<file path="src/rtl/core/edge_timestamp_uart_receiver_core_assert.svh">
// Assertion macros for the edge timestamp serial receiver.
`ifndef EDGE_TIMESTAMP_UART_RECEIVER_CORE_ASSERT_SVH
`define EDGE_TIMESTAMP_UART_RECEIVER_CORE_ASSERT_SVH

`ifndef SYNTH

`define ETS_ASSERT_IMPLY(lbl, clk, rst, ante, cons) \
   lbl: assert property (@(posedge clk) disable iff (rst) (ante) |-> (cons)) \
      else $error("assertion failed: implication");

`define ETS_ASSERT_NEXT(lbl, clk, rst, ante, cons) \
   lbl: assert property (@(posedge clk) disable iff (rst) (ante) |=> (cons)) \
      else $error("assertion failed: next cycle");

`else

`define ETS_ASSERT_IMPLY(lbl, clk, rst, ante, cons)

`define ETS_ASSERT_NEXT(lbl, clk, rst, ante, cons)

`endif

`endif

</file>
<file path="src/rtl/core/ets_pkg.sv">
`timescale 1ns / 1ps

package ets_pkg;

   localparam int unsigned TimeWidth    = 32;
   localparam int unsigned PeriodWidth  = 16;
   localparam int unsigned TimeoutWidth = 20;
   localparam int unsigned CsrDataWidth = 20;
   localparam int unsigned CountWidth   = 4;

   localparam logic [PeriodWidth-1:0]  PeriodReset  = 16'd100;
   localparam logic [TimeoutWidth-1:0] TimeoutReset = 20'd1000;
   // start bit plus eight data bits plus stop bit
   localparam logic [CountWidth-1:0]   FrameBits    = 4'd10;

   typedef enum logic {
      CMD_EDGE = 1'b0,
      CMD_TICK = 1'b1
   } command_type;

   typedef enum logic {
      CSR_BIT_PERIOD    = 1'b0,
      CSR_FRAME_TIMEOUT = 1'b1
   } csr_index_type;

   typedef struct packed {
      logic                 borrow;
      logic [TimeWidth-1:0] diff;
   } sub_res_type;

   typedef struct packed {
      logic       valid;
      logic [7:0] data_byte;
      logic       ended_by_timeout;
   } emit_type;

   typedef struct packed {
      logic                  idle;
      logic                  armed;
      logic [CountWidth-1:0] frame_bit_count;
   } status_type;

endpackage

</file>
<file path="src/rtl/core/ets_sub.sv">
`timescale 1ns / 1ps

// Shared 32-bit subtractor; borrow set when op_a < op_b.
module ets_sub (
   input  logic [ets_pkg::TimeWidth-1:0] op_a,
   input  logic [ets_pkg::TimeWidth-1:0] op_b,
   output ets_pkg::sub_res_type          res
);

   logic [ets_pkg::TimeWidth:0] full;

   assign full = {1'b0, op_a} - {1'b0, op_b};
   assign res.borrow = full[ets_pkg::TimeWidth];
   assign res.diff   = full[ets_pkg::TimeWidth-1:0];

endmodule

</file>
<file path="src/rtl/core/ets_seq.sv">
`timescale 1ns / 1ps

module ets_seq (
   input  logic                             clock,
   input  logic                             reset,
   input  logic                             csr_write_en,
   input  logic [0:0]                       csr_index,
   input  logic [ets_pkg::CsrDataWidth-1:0] csr_write_data,
   input  logic                             req_valid,
   output logic                             req_ready,
   input  logic                             req_command,
   input  logic [ets_pkg::TimeWidth-1:0]    req_time_us,
   input  logic                             req_line_level,
   output ets_pkg::emit_type                emit,
   input  logic                             emit_ready,
   output ets_pkg::status_type              stat
);

   typedef enum logic [2:0] {
      S_IDLE,
      S_DIFF,
      S_NEG,
      S_SHIFT,
      S_TCHK,
      S_TCMP,
      S_FILL,
      S_EMIT
   } state_type;

   state_type state_ff, state_in;

   logic [ets_pkg::PeriodWidth-1:0]  period_ff, period_in;
   logic [ets_pkg::TimeoutWidth-1:0] timeout_ff, timeout_in;
   logic [ets_pkg::CountWidth-1:0]   count_ff, count_in;
   logic                             armed_ff, armed_in;
   logic [7:0]                       shift_value_ff, shift_value_in;
   logic [ets_pkg::TimeWidth-1:0]    last_ff, last_in;
   logic [ets_pkg::TimeWidth-1:0]    start_ff, start_in;
   logic [ets_pkg::TimeWidth-1:0]    now_ff, now_in;
   logic                             level_ff, level_in;
   logic [ets_pkg::TimeWidth-1:0]    gap_ff, gap_in;
   logic                             tmo_ff, tmo_in;

   logic [ets_pkg::TimeWidth-1:0]  op_a, op_b;
   ets_pkg::sub_res_type           sub_res;
   logic [ets_pkg::CountWidth-1:0] count_inc;

   ets_sub u_sub (
      .op_a (op_a),
      .op_b (op_b),
      .res  (sub_res)
   );

   assign count_inc = count_ff + 1'b1;
   assign req_ready = (state_ff == S_IDLE);

   assign emit.valid            = (state_ff == S_EMIT);
   assign emit.data_byte        = shift_value_ff;
   assign emit.ended_by_timeout = tmo_ff;

   assign stat.idle            = (state_ff == S_IDLE);
   assign stat.armed           = armed_ff;
   assign stat.frame_bit_count = count_ff;

   always_comb begin
      unique case (state_ff)
         S_DIFF: begin
            op_a = now_ff;
            op_b = last_ff;
         end
         S_NEG: begin
            op_a = last_ff;
            op_b = now_ff;
         end
         S_TCHK: begin
            op_a = now_ff;
            op_b = start_ff;
         end
         S_TCMP: begin
            op_a = gap_ff;
            op_b = {{(ets_pkg::TimeWidth-ets_pkg::TimeoutWidth){1'b0}}, timeout_ff};
         end
         default: begin
            op_a = gap_ff;
            op_b = {{(ets_pkg::TimeWidth-ets_pkg::PeriodWidth){1'b0}}, period_ff};
         end
      endcase
   end

   always_comb begin
      state_in       = state_ff;
      period_in      = period_ff;
      timeout_in     = timeout_ff;
      count_in       = count_ff;
      armed_in       = armed_ff;
      shift_value_in = shift_value_ff;
      last_in        = last_ff;
      start_in       = start_ff;
      now_in         = now_ff;
      level_in       = level_ff;
      gap_in         = gap_ff;
      tmo_in         = tmo_ff;

      if (csr_write_en) begin
         unique case (ets_pkg::csr_index_type'(csr_index))
            ets_pkg::CSR_BIT_PERIOD:
               period_in = csr_write_data[ets_pkg::PeriodWidth-1:0];
            ets_pkg::CSR_FRAME_TIMEOUT:
               timeout_in = csr_write_data[ets_pkg::TimeoutWidth-1:0];
         endcase
      end

      unique case (state_ff)
         S_IDLE: begin
            if (req_valid) begin
               now_in   = req_time_us;
               level_in = req_line_level;
               if (ets_pkg::command_type'(req_command) == ets_pkg::CMD_TICK) begin
                  if (armed_ff) state_in = S_TCHK;
               end else if (count_ff == '0) begin
                  // low edge while idle is a start bit
                  if (!req_line_level) begin
                     last_in        = req_time_us;
                     start_in       = req_time_us;
                     count_in       = {{(ets_pkg::CountWidth-1){1'b0}}, 1'b1};
                     shift_value_in = '0;
                     armed_in       = 1'b1;
                  end
               end else begin
                  state_in = S_DIFF;
               end
            end
         end
         S_DIFF: begin
            if (sub_res.borrow) begin
               state_in = S_NEG;
            end else begin
               gap_in   = sub_res.diff;
               state_in = S_SHIFT;
            end
         end
         S_NEG: begin
            gap_in   = sub_res.diff;
            state_in = S_SHIFT;
         end
         S_SHIFT: begin
            // one whole bit period per cycle; remainder dropped
            if (sub_res.borrow) begin
               last_in  = now_ff;
               state_in = S_IDLE;
            end else begin
               shift_value_in = {~level_ff, shift_value_ff[7:1]};
               count_in       = count_inc;
               gap_in         = sub_res.diff;
               if (count_inc == ets_pkg::FrameBits) begin
                  count_in = '0;
                  armed_in = 1'b0;
                  tmo_in   = 1'b0;
                  state_in = S_EMIT;
               end
            end
         end
         S_TCHK: begin
            gap_in   = sub_res.diff;
            state_in = S_TCMP;
         end
         S_TCMP: begin
            if (sub_res.borrow) begin
               state_in = S_IDLE;
            end else begin
               armed_in = 1'b0;
               if (!level_ff) begin
                  count_in = '0;
                  state_in = S_IDLE;
               end else begin
                  state_in = S_FILL;
               end
            end
         end
         S_FILL: begin
            shift_value_in = {1'b1, shift_value_ff[7:1]};
            count_in       = count_inc;
            if (count_inc == ets_pkg::FrameBits) begin
               count_in = '0;
               tmo_in   = 1'b1;
               state_in = S_EMIT;
            end
         end
         S_EMIT: begin
            if (emit_ready) state_in = S_IDLE;
         end
      endcase
   end

   always_ff @(posedge clock) begin
      if (reset) begin
         state_ff   <= S_IDLE;
         period_ff  <= ets_pkg::PeriodReset;
         timeout_ff <= ets_pkg::TimeoutReset;
         count_ff   <= '0;
         armed_ff   <= 1'b0;
      end else begin
         state_ff   <= state_in;
         period_ff  <= period_in;
         timeout_ff <= timeout_in;
         count_ff   <= count_in;
         armed_ff   <= armed_in;
      end
      shift_value_ff <= shift_value_in;
      last_ff        <= last_in;
      start_ff       <= start_in;
      now_ff         <= now_in;
      level_ff       <= level_in;
      gap_ff         <= gap_in;
      tmo_ff         <= tmo_in;
   end

endmodule

</file>
<file path="src/rtl/core/edge_timestamp_uart_receiver_core.sv">
`timescale 1ns / 1ps

// Channel   Handshake              Payload
// req       req_valid/req_ready    req_command, req_time_us, req_line_level
// rsp       rsp_valid/rsp_ready    rsp_data_byte, rsp_ended_by_timeout
// csr       csr_write_en           csr_index, csr_write_data
//
// Start edges, ignored edges and ticks with no frame open are handled in S_IDLE.
// Other edges: S_DIFF, and S_NEG for an earlier stamp, form the absolute gap;
// then S_SHIFT takes off whole bit periods one by one via the shared subtractor.
// Ticks on an open frame: S_TCHK and S_TCMP compare the timeout; an expired tick
// with the line high fills bits in S_FILL, then S_EMIT hands over the byte.
// Reset is synchronous and clears control state. A result waits in the
// output register; the sequencer holds its finished byte while that is full and unread.

module edge_timestamp_uart_receiver_core (
   input  logic                             clock,
   input  logic                             reset,
   input  logic                             csr_write_en,
   input  logic [0:0]                       csr_index,
   input  logic [ets_pkg::CsrDataWidth-1:0] csr_write_data,
   input  logic                             req_valid,
   output logic                             req_ready,
   input  logic                             req_command,
   input  logic [ets_pkg::TimeWidth-1:0]    req_time_us,
   input  logic                             req_line_level,
   output logic                             rsp_valid,
   input  logic                             rsp_ready,
   output logic [7:0]                       rsp_data_byte,
   output logic                             rsp_ended_by_timeout
);

   `include "edge_timestamp_uart_receiver_core_assert.svh"

   ets_pkg::emit_type   emit;
   ets_pkg::status_type stat;
   logic                emit_ready;

   logic       rsp_valid_ff, rsp_valid_in;
   logic [7:0] rsp_data_ff, rsp_data_in;
   logic       rsp_tmo_ff, rsp_tmo_in;

   ets_seq u_seq (
      .clock          (clock),
      .reset          (reset),
      .csr_write_en   (csr_write_en),
      .csr_index      (csr_index),
      .csr_write_data (csr_write_data),
      .req_valid      (req_valid),
      .req_ready      (req_ready),
      .req_command    (req_command),
      .req_time_us    (req_time_us),
      .req_line_level (req_line_level),
      .emit           (emit),
      .emit_ready     (emit_ready),
      .stat           (stat)
   );

   assign emit_ready = !rsp_valid_ff || rsp_ready;

   always_comb begin
      rsp_valid_in = rsp_valid_ff;
      rsp_data_in  = rsp_data_ff;
      rsp_tmo_in   = rsp_tmo_ff;
      if (rsp_valid_ff && rsp_ready) rsp_valid_in = 1'b0;
      if (emit.valid && emit_ready) begin
         rsp_valid_in = 1'b1;
         rsp_data_in  = emit.data_byte;
         rsp_tmo_in   = emit.ended_by_timeout;
      end
   end

   always_ff @(posedge clock) begin
      if (reset) begin
         rsp_valid_ff <= 1'b0;
      end else begin
         rsp_valid_ff <= rsp_valid_in;
      end
      rsp_data_ff <= rsp_data_in;
      rsp_tmo_ff  <= rsp_tmo_in;
   end

   assign rsp_valid            = rsp_valid_ff;
   assign rsp_data_byte        = rsp_data_ff;
   assign rsp_ended_by_timeout = rsp_tmo_ff;

   // bit count wraps to zero on the tenth frame bit
   `ETS_ASSERT_IMPLY(a_count_range, clock, reset, 1'b1,
                     stat.frame_bit_count < ets_pkg::FrameBits)
   // between items, a frame is open exactly when the timeout is armed
   `ETS_ASSERT_IMPLY(a_armed_open, clock, reset, stat.idle,
                     stat.armed == (stat.frame_bit_count != '0))
   // a finished byte is only offered while busy and lands in the output stage
   `ETS_ASSERT_IMPLY(a_emit_busy, clock, reset, emit.valid, !req_ready)
   `ETS_ASSERT_NEXT(a_emit_lands, clock, reset, emit.valid && emit_ready,
                    rsp_valid && stat.idle)

endmodule

</file>
<file path="config.mk">
export PLATFORM = sky130hd
export DESIGN_NAME = edge_timestamp_uart_receiver_core
export DESIGN_NICKNAME = d
export VERILOG_FILES = /design/src/rtl/core/ets_pkg.sv /design/src/rtl/core/ets_sub.sv /design/src/rtl/core/ets_seq.sv /design/src/rtl/core/edge_timestamp_uart_receiver_core.sv
export VERILOG_INCLUDE_DIRS = /design/src /design/src/rtl/core
export SDC_FILE = /design/constraint.sdc
export NUM_CORES = 1
export LEC_CHECK = 0
export ABC_AREA = 1
export BUFFER_PORTS_ARGS = -buffer_cell sky130_fd_sc_hd__buf_2
export CAP_MARGIN = 0
export CORE_ASPECT_RATIO = 1.1
export CORE_MARGIN = 2
export CORE_UTILIZATION = 50
export DETAILED_ROUTE_END_ITERATION = 10
export PLACE_DENSITY = 0.7
export SETUP_SLACK_MARGIN = 0.15
export SLEW_MARGIN = 20
export SYNTH_ARGS = -nofsm -noshare
export SYNTH_HDL_FRONTEND = slang
export SYNTH_SLANG_ARGS = --single-unit
</file>
<file path="constraint.sdc">
create_clock -name clock -period 5.81 [get_ports clock]
set_input_delay 0.581 -clock clock [delete_from_list [all_inputs] [get_ports clock]]
set_output_delay 0.581 -clock clock [all_outputs]
set_load 0.01 [all_outputs]
</file>
==> results.py, run 1 <==
metrics = {
    "status": {
        "status": "complete, no violations",
    },
    "drt": {
        "drc": 0,
        "via_per_inst": 5.60,
        "wl_per_cell_um": 17.8,
        "drt-total-wl_um": 26600,
        "drt_iter0_drc": 604,
        "first_pass_iters": 5,
        "drtAntennaViolNets": 0,
        "via_count": 8358,
    },
    "clock_tree": {
        "clock_path_buffers": 2,
        "htree_levels": 4,
        "cts_resized": 0,
        "cts_tree": "yes",
        "clk_pin_slew_ns": 0.07,
        "cts_root_buf": "clkbuf_16",
        "postCtsHoldBufs": 0,
        "clk_latency_ns": 0.44,
        "cts_setup_buffers": 0,
        "cts_made_buffers": 17,
        "cts.sinks": 192,
    },
    "final_layout": {
        "nNetsFinal": 1320,
        "final_cells": 1493,
        "area_growth_pct": 11.0,
        "fin_util_pct": 56.7,
        "n_antenna_cell": 0,
        "drive_gt1_share_pct": 17.2,
    },
    "floorplanning": {
        "ios": 71,
        "rows": 55,
        "dieHeight_um": 156,
        "initial_core_util_pct": 51.1,
        "core_area_um2": 20600,
        "fp.dieW_um": 143,
        "dieArea_um2": 22300,
    },
    "placed_design": {
        "dpl.hpwl_um": 18500,
        "port_buffers": 70,
        "dpl_worst_slack_ns": 0.756,
        "place_congestion": 0.981,
        "dp_cells": 1461,
    },
    "synthesis": {
        "synthArstFlopShare_pct": 0,
        "synth_edf_count": 147,
        "synth_area_leaders": "edfxtp_1 42%, nand2_1 8.6%, dfxtp_1 8.5%",
        "synthesis.nets": 1264,
        "synth-seq-area-share_pct": 50.3,
        "ys_top_cells_by_count": "241 x nand2_1, 147 x edfxtp_1, 132 x nor2_1",
        "yosysTopAreaCellShare_pct": 41.8,
        "synth_most_common_cell": "nand2_1",
        "synthDistinctLibCells": 54,
        "netlist_area_um2": 10600,
        "ys.flop_type": "edfxtp_1",
        "synth.largest_area_cell": "edfxtp_1",
        "yosysWarnings": 0,
        "syn_area_per_cell_um2": 9.04,
        "syn_inst": 1168,
        "synth-seq-cells": 192,
    },
    "sta": {
        "fin_tns_setup_ns": 0,
        "skew_ns": 0.0119,
        "rsz0062_at_grt": "false",
        "fin_crit_ns": 5.10,
        "max-slew-margin-rel_pct": 26.7,
        "setup_viol": 0,
        "setup_slack_ns": 0.713,
        "finalHoldViolCount": 0,
        "worstMarginPinSlew_ns": 1.10,
        "fmax_mhz": 196,
        "final_max_slew_viol_count": 0,
        "finalCritPeriodShare_pct": 87.7,
    },
    "global_routing": {
        "grt_pass1_wl_um": 42200,
        "antenna_found_initial": 0,
        "grt_use_total_pct": 24.5,
        "grt_util_met3_pct": 2.91,
        "grt_max_degree": 64,
        "grt_pass1_vias": 8040,
        "grt.busiest_layer": "met2",
        "use_met1_pct": 33.7,
        "use_met2_pct": 41.0,
        "grt-ovfl-total": 0,
    },
    "worst_setup_path": {
        "end_kind": "flop",
        "critPathArrivalTime_ns": 5.24,
        "cp-start-kind": "flop",
        "required_ns": 5.95,
        "crit_fanout": 34,
        "worstSetupPathType": "flop to flop",
    },
    "job": {
        "cap_violations": 0,
    },
    "worst_hold_path": {
        "hp-class": "primary input to flop",
    },
}
area by class of cell:
cell class,instances,area [um^2]
fill,1846,8930
sequential,192,5320
multi-input combinational,780,4460
inverter,150,566
timing repair buffer,83,473
clock buffer,17,425
tap,256,320
clock inverter,15,151
layout by cell type, fill, tap and decap left out, types with 30 or more instances in the layout:
| master | count |
|---|---|
| a21oi_1 | 47 |
| nand3_1 | 30 |
| edfxtp_1 | 147 |
| ha_1 | 35 |
| dfxtp_1 | 45 |
| inv_1 | 119 |
| nand2_1 | 241 |
| inv_2 | 30 |
| buf_2 | 70 |
| nor2_1 | 130 |
| o21ai_0 | 92 |
logic make-up after synthesis:
kind of cell	synth area share, %
and+or+nand+nor	18.0
AOI/OAI and AO/OA	17.6
buffers and inverters	7.67
DFF	50.3
adders and majority gates	4.34
xor gates and xnor gates	1.99
registers in the layout, summed over array words and instances (netlist names):
name,count
rsp_data_byte,8
rsp_ended_by_timeout,1
rsp_valid,1
u_seq.armed_ff,1
u_seq.count_ff,4
u_seq.gap_ff,32
u_seq.last_ff,32
u_seq.level_ff,1
u_seq.now_ff,32
u_seq.period_ff,16
u_seq.shift_value_ff,8
u_seq.start_ff,32
u_seq.state_ff,3
u_seq.timeout_ff,20
u_seq.tmo_ff,1
stage by stage:
step                      hold WS, ns  area [um^2]
final                           0.345        11700
after global routing            0.338        11700
after CTS                       0.336        11700
after detailed placement        0.405        11100
after global placement          0.401        11100
after floorplan                 0.400        10600
per-layer routing:
layer,vias to the layer above,part of all wire (%)
li1,4093,-
met1,4008,46
met2,233,48
met3,24,4.7
met4,0,1.4
met5,-,0
worst max-delay path: stages, from the launching register on:
cell	delay, ns
dfxtp_1	0.63
inv_2	0.18
nor2_8	0.57
inv_2	0.09
nand2_2	0.12
nor2_4	0.06
inv_2	0.42
buf_4	0.33
o211ai_2	0.12
o21ai_2	0.10
inv_2	0.04
ha_1	0.36
nand2_1	0.17
inv_1	0.07
nand2_1	0.06
nand2_1	0.06
a21oi_1	0.18
nand2_2	0.13
nand2_4	0.14
nand3_4	0.15
a21oi_4	0.55
buf_12	0.26
final timing paths:
path / start / end / slack, ns / cells after the start
worst max-delay path: u_seq.state_ff[2] / u_seq.last_ff[26] / 0.71 / 21
worst min-delay path: req_time_us[23] / u_seq.start_ff[23] / 0.35 / 1
worst max register to register: u_seq.state_ff[2] / u_seq.last_ff[26] / 0.71 / 21
worst min register to register: u_seq.tmo_ff / rsp_ended_by_timeout / 0.42 / 0
Power of run 1 is not shown: default switching activity piles up to over one toggle a cycle in this logic, so the estimate is an artifact.
==> run 2, diff against run 1 <==
CORE_MARGIN = 5   (was 2)
RECOVER_POWER = 50   (was not set)
==> results.py, run 2 (synthesized netlist as in run 1, its figures left out) <==
metrics = {
    "clock_tree": {
        "cts.sinks": 192,
        "cts_setup_buffers": 0,
        "cts_root_buf": "clkbuf_16",
        "clk_latency_ns": 0.44,
        "clock_path_buffers": 2,
        "postCtsHoldBufs": 0,
        "cts_made_buffers": 17,
        "cts_tree": "yes",
        "clk_pin_slew_ns": 0.07,
        "cts_resized": 0,
        "htree_levels": 4,
    },
    "final_layout": {
        "register_area_um2": 5320,
        "area_growth_pct": 10.2,
        "final_cell_mix": "242 x nand2_1, 147 x edfxtp_1, 133 x nor2_1, 120 x inv_1, 92 x o21ai_0",
        "final_cell_area_um2": 11600,
        "fin_util_pct": 56.2,
        "drive_gt1_share_pct": 12.9,
        "fill_cells": 1847,
        "final_common_cell": "nand2_1",
        "multiInputGateArea_um2": 4440,
        "n_antenna_cell": 0,
        "nNetsFinal": 1317,
    },
    "global_routing": {
        "grt_pass1_vias": 7949,
        "grt_pass1_wl_um": 42300,
        "grt_use_total_pct": 22.0,
        "grt-ovfl-total": 0,
        "antenna_found_initial": 0,
        "grt_max_degree": 64,
    },
    "sta": {
        "max-slew-margin-rel_pct": -67.9,
        "setup_slack_ns": 0.768,
        "worstMarginPinSlew_ns": 2.52,
        "fin_tns_setup_ns": 0,
        "finalHoldViolCount": 0,
        "fmax_mhz": 198,
        "skew_ns": 0.0128,
        "final_max_slew_viol_count": 114,
        "fin_crit_ns": 5.04,
        "setup_viol": 0,
        "finalCritPeriodShare_pct": 86.8,
        "rsz0062_at_grt": "false",
    },
    "worst_setup_path": {
        "regToRegSetupSlack_ns": 0.77,
        "rr_endpoint": "u_seq.last_ff[6]",
        "critPathLaunch": "u_seq.state_ff[0]",
        "critPathArrivalTime_ns": 5.18,
        "crit_fanout": 34,
        "critPathMaxStageDelay_ns": 0.58,
        "cp-start-kind": "flop",
        "slowest_stage": "a21oi_4",
        "r2r_cells": 21,
        "worstSetupPathType": "flop to flop",
        "regToRegStartpoint": "u_seq.state_ff[0]",
        "required_ns": 5.95,
        "end_kind": "flop",
        "path_cells": "nor2_1 > clkinvlp_2 > nor2_8 > inv_2 > nand2_2 > inv_2 > nand2_2 > o21ai_0 > a211o_1 > o21ai_0 > ha_1 > nand2_1 > inv_1 > nand2_1 > nand2_1 > a21oi_1 > nand2_2 > nand2_4 > nand3_4 > a21oi_4 > buf_12",
    },
    "floorplanning": {
        "ios": 71,
        "rows": 55,
        "core_area_um2": 20700,
        "dieArea_um2": 24100,
        "initial_core_util_pct": 51.0,
        "dieHeight_um": 162,
        "fp.dieW_um": 149,
    },
    "placed_design": {
        "dpl.hpwl_um": 18000,
        "place_congestion": 0.973,
        "postPlaceCellArea_um2": 11100,
        "dpl_worst_slack_ns": 0.883,
        "port_buffers": 70,
    },
    "worst_hold_path": {
        "hold-path-cell-count": 3,
        "worstHoldStart": "csr_write_data[9]",
        "hp-class": "primary input to flop",
        "holdPathEnd": "u_seq.timeout_ff[9]",
    },
    "drt": {
        "drc": 0,
        "drtAntennaViolNets": 0,
        "wl_per_cell_um": 17.2,
        "drt-total-wl_um": 26100,
        "via_count": 8389,
        "first_pass_iters": 6,
        "drt_iter0_drc": 652,
        "via_per_inst": 5.52,
    },
    "status": {
        "status": "finished, violations left",
        "violations": "capacitance limit, slew limit",
    },
    "job": {
        "cap_violations": 3,
    },
}
## run 2: layer usage
metal  track usage [%]  vias up  wire [um]
li1                  -     4092          -
met1              31.4     3938      11700
met2              35.0      326      12000
met3              3.42       33       1850
met4              6.43        0        536
met5                 0        -          0
## run 2: critical path, delay by kind of cell, from the launching register on
family | cells | cell delay [ns]
and+or+nand+nor | 10 | 2.00
AOI/OAI and AO/OA | 5 | 1.28
DFF | 1 | 0.37
adders and majority gates | 1 | 0.32
buffers and inverters | 5 | 0.73
## run 2: metrics by stage
step / hold WS (ns) / instances
finish: 0.363 / 1519
global route: 0.364 / 1519
CTS: 0.333 / 1518
detailed placement: 0.409 / 1486
global placement: 0.404 / 1486
floorplan: 0.400 / 1168
## run 2: how the worst max path moves through the flow
| stage | cells past startpoint | to |
|---|---|---|
| after CTS | 20 | u_seq.last_ff[0] |
| after global placement | 20 | u_seq.last_ff[4] |
| after global routing | 21 | u_seq.last_ff[6] |
| after detailed placement | 20 | u_seq.last_ff[4] |
| final | 21 | u_seq.last_ff[6] |
| after floorplan | 19 | u_seq.last_ff[0] |
## run 2: final cells by class
| class | instances | area share, % |
|---|---|---|
| well taps | 285 | 3.07 |
| clock buffers | 18 | 3.69 |
| clock inverters | 14 | 1.05 |
| inverters | 150 | 4.85 |
| repair buffers | 80 | 3.51 |
| flip-flops and latches | 192 | 45.7 |
| multi-input cells | 780 | 38.1 |
Power of run 2 is left out for the same reason.
==> run 3, diff against run 2 <==
CTS_BUF_LIST = sky130_fd_sc_hd__clkbuf_4 sky130_fd_sc_hd__clkbuf_8   (was not set)
clock period = 6.2 ns   (was 5.81 ns; I/O delays follow)
==> results.py, run 3 (synthesized netlist as in run 1, its figures left out) <==
metrics = {
    "placed_design": {
        "postPlaceCellArea_um2": 11100,
        "place_congestion": 0.951,
        "port_buffers": 70,
        "dpl.hpwl_um": 18400,
    },
    "floorplanning": {
        "dieArea_um2": 24100,
        "dieHeight_um": 162,
        "rows": 55,
        "initial_core_util_pct": 51.0,
        "fp.dieW_um": 149,
        "ios": 71,
        "core_area_um2": 20700,
    },
    "worst_setup_path": {
        "end_kind": "flop",
        "path_cells": "nor2_1 > clkinvlp_2 > nor2_8 > inv_2 > nand2_2 > nor2_4 > inv_2 > buf_4 > o211ai_2 > o21ai_2 > inv_2 > ha_1 > nand2_1 > inv_1 > nand2_1 > nand2_1 > a21oi_1 > nand2_2 > nand2_4 > nand3_4 > a21oi_4 > buf_4",
        "crit_fanout": 34,
        "critPathMaxStageDelay_ns": 0.54,
        "worstSetupPathType": "flop to flop",
        "required_ns": 6.31,
        "slowest_stage": "nor2_8",
        "worst-path-buf-inv": 7,
        "path_depth": 22,
        "r2r_cells": 22,
        "cp-start-kind": "flop",
        "critPathArrivalTime_ns": 5.11,
        "critical_path.top_delay_family": "buffers and inverters",
    },
    "sta": {
        "max-slew-margin-rel_pct": -31.4,
        "fmax_mhz": 200,
        "fin_tns_setup_ns": 0,
        "rsz0062_at_grt": "false",
        "fin_crit_ns": 5.00,
        "finalCritPeriodShare_pct": 80.7,
        "skew_ns": 0.0192,
        "setup_viol": 0,
        "finalHoldViolCount": 0,
        "final_max_slew_viol_count": 86,
        "worstMarginPinSlew_ns": 1.97,
        "holdWs_ns": 0.358,
    },
    "drt": {
        "via_per_inst": 5.51,
        "drc": 0,
        "drt_iter0_drc": 690,
        "wl_per_cell_um": 17.2,
        "first_pass_iters": 6,
        "drt-total-wl_um": 26100,
        "drtAntennaViolNets": 0,
        "via_count": 8375,
    },
    "clock_tree": {
        "clk_latency_ns": 0.47,
        "cts_resized": 0,
        "cts_root_buf": "clkbuf_8",
        "clock_path_buffers": 2,
        "htree_levels": 4,
        "cts.sinks": 192,
        "cts_setup_buffers": 0,
        "clk_pin_slew_ns": 0.11,
        "cts_tree": "yes",
        "postCtsHoldBufs": 0,
        "cts_made_buffers": 17,
    },
    "final_layout": {
        "final_cell_area_um2": 11400,
        "area_growth_pct": 8.19,
        "n_antenna_cell": 0,
        "final_cell_mix": "242 x nand2_1, 147 x edfxtp_1, 133 x nor2_1, 121 x inv_1, 92 x o21ai_0",
        "final_common_cell": "nand2_1",
        "drive_gt1_share_pct": 13.0,
        "nNetsFinal": 1317,
    },
    "global_routing": {
        "grt_use_total_pct": 21.9,
        "grt_max_degree": 65,
        "grt_pass1_vias": 8021,
        "antenna_found_initial": 0,
        "grt-ovfl-total": 0,
        "grt_pass1_wl_um": 42000,
    },
    "status": {
        "status": "finished, violations left",
        "violations": "capacitance limit, slew limit",
    },
    "worst_hold_path": {
        "hold-path-cell-count": 3,
        "hp-class": "primary input to flop",
    },
    "job": {
        "cap_violations": 3,
    },
}
## run 3: changes by cell type in the layout (fill, tap and decap cells not counted), moves of 2 or more
cell,delta
buf_4,+3
inv_8,-2
clkbuf_16,-17
clkinvlp_4,+2
clkbuf_8,+17
inv_4,-2
buf_12,-2
## run 3: final timing paths
kind | startpoint | end | slack, ns
max | u_seq.state_ff[0] | u_seq.last_ff[13] | 1.20
min | csr_write_data[6] | u_seq.timeout_ff[6] | 0.36
max reg2reg | u_seq.state_ff[0] | u_seq.last_ff[13] | 1.20
min reg2reg | u_seq.shift_value_ff[0] | rsp_data_byte[0] | 0.43
## run 3: area by class of cell
cell class              instances  area (um^2)
flip-flops and latches        192         5320
fillers                      1894         9290
well taps                     285          357
inverters                     150          564
repair buffers                 80          363
clock inverters                15          154
multi-input cells             780         4440
clock buffers                  17          234
## run 3: worst min-delay path: cells and delay by family
family                 cells  cell delay [ns]
buffers and inverters      1             0.09
and+or+nand+nor            2             0.10
## run 3: metrics by stage
step	instances	utilization (%)	worst slack (ns)
floorplan	1168	-	1.51
detailed placement	1487	53.8	1.29
global placement	1486	53.7	1.36
CTS	1519	55.7	1.25
finish	1519	55.1	1.20
global route	1519	55.1	0.846
## run 3: metal layers
metal / share of wire (%) / wire length, um / GRT usage, %
met5: 0 / 0 / 0
met4: 1.8 / 479 / 6.43
met3: 4.6 / 1200 / 2.92
met2: 47 / 12200 / 35.5
met1: 47 / 12200 / 30.8
Power of run 3 is left out for the same reason.
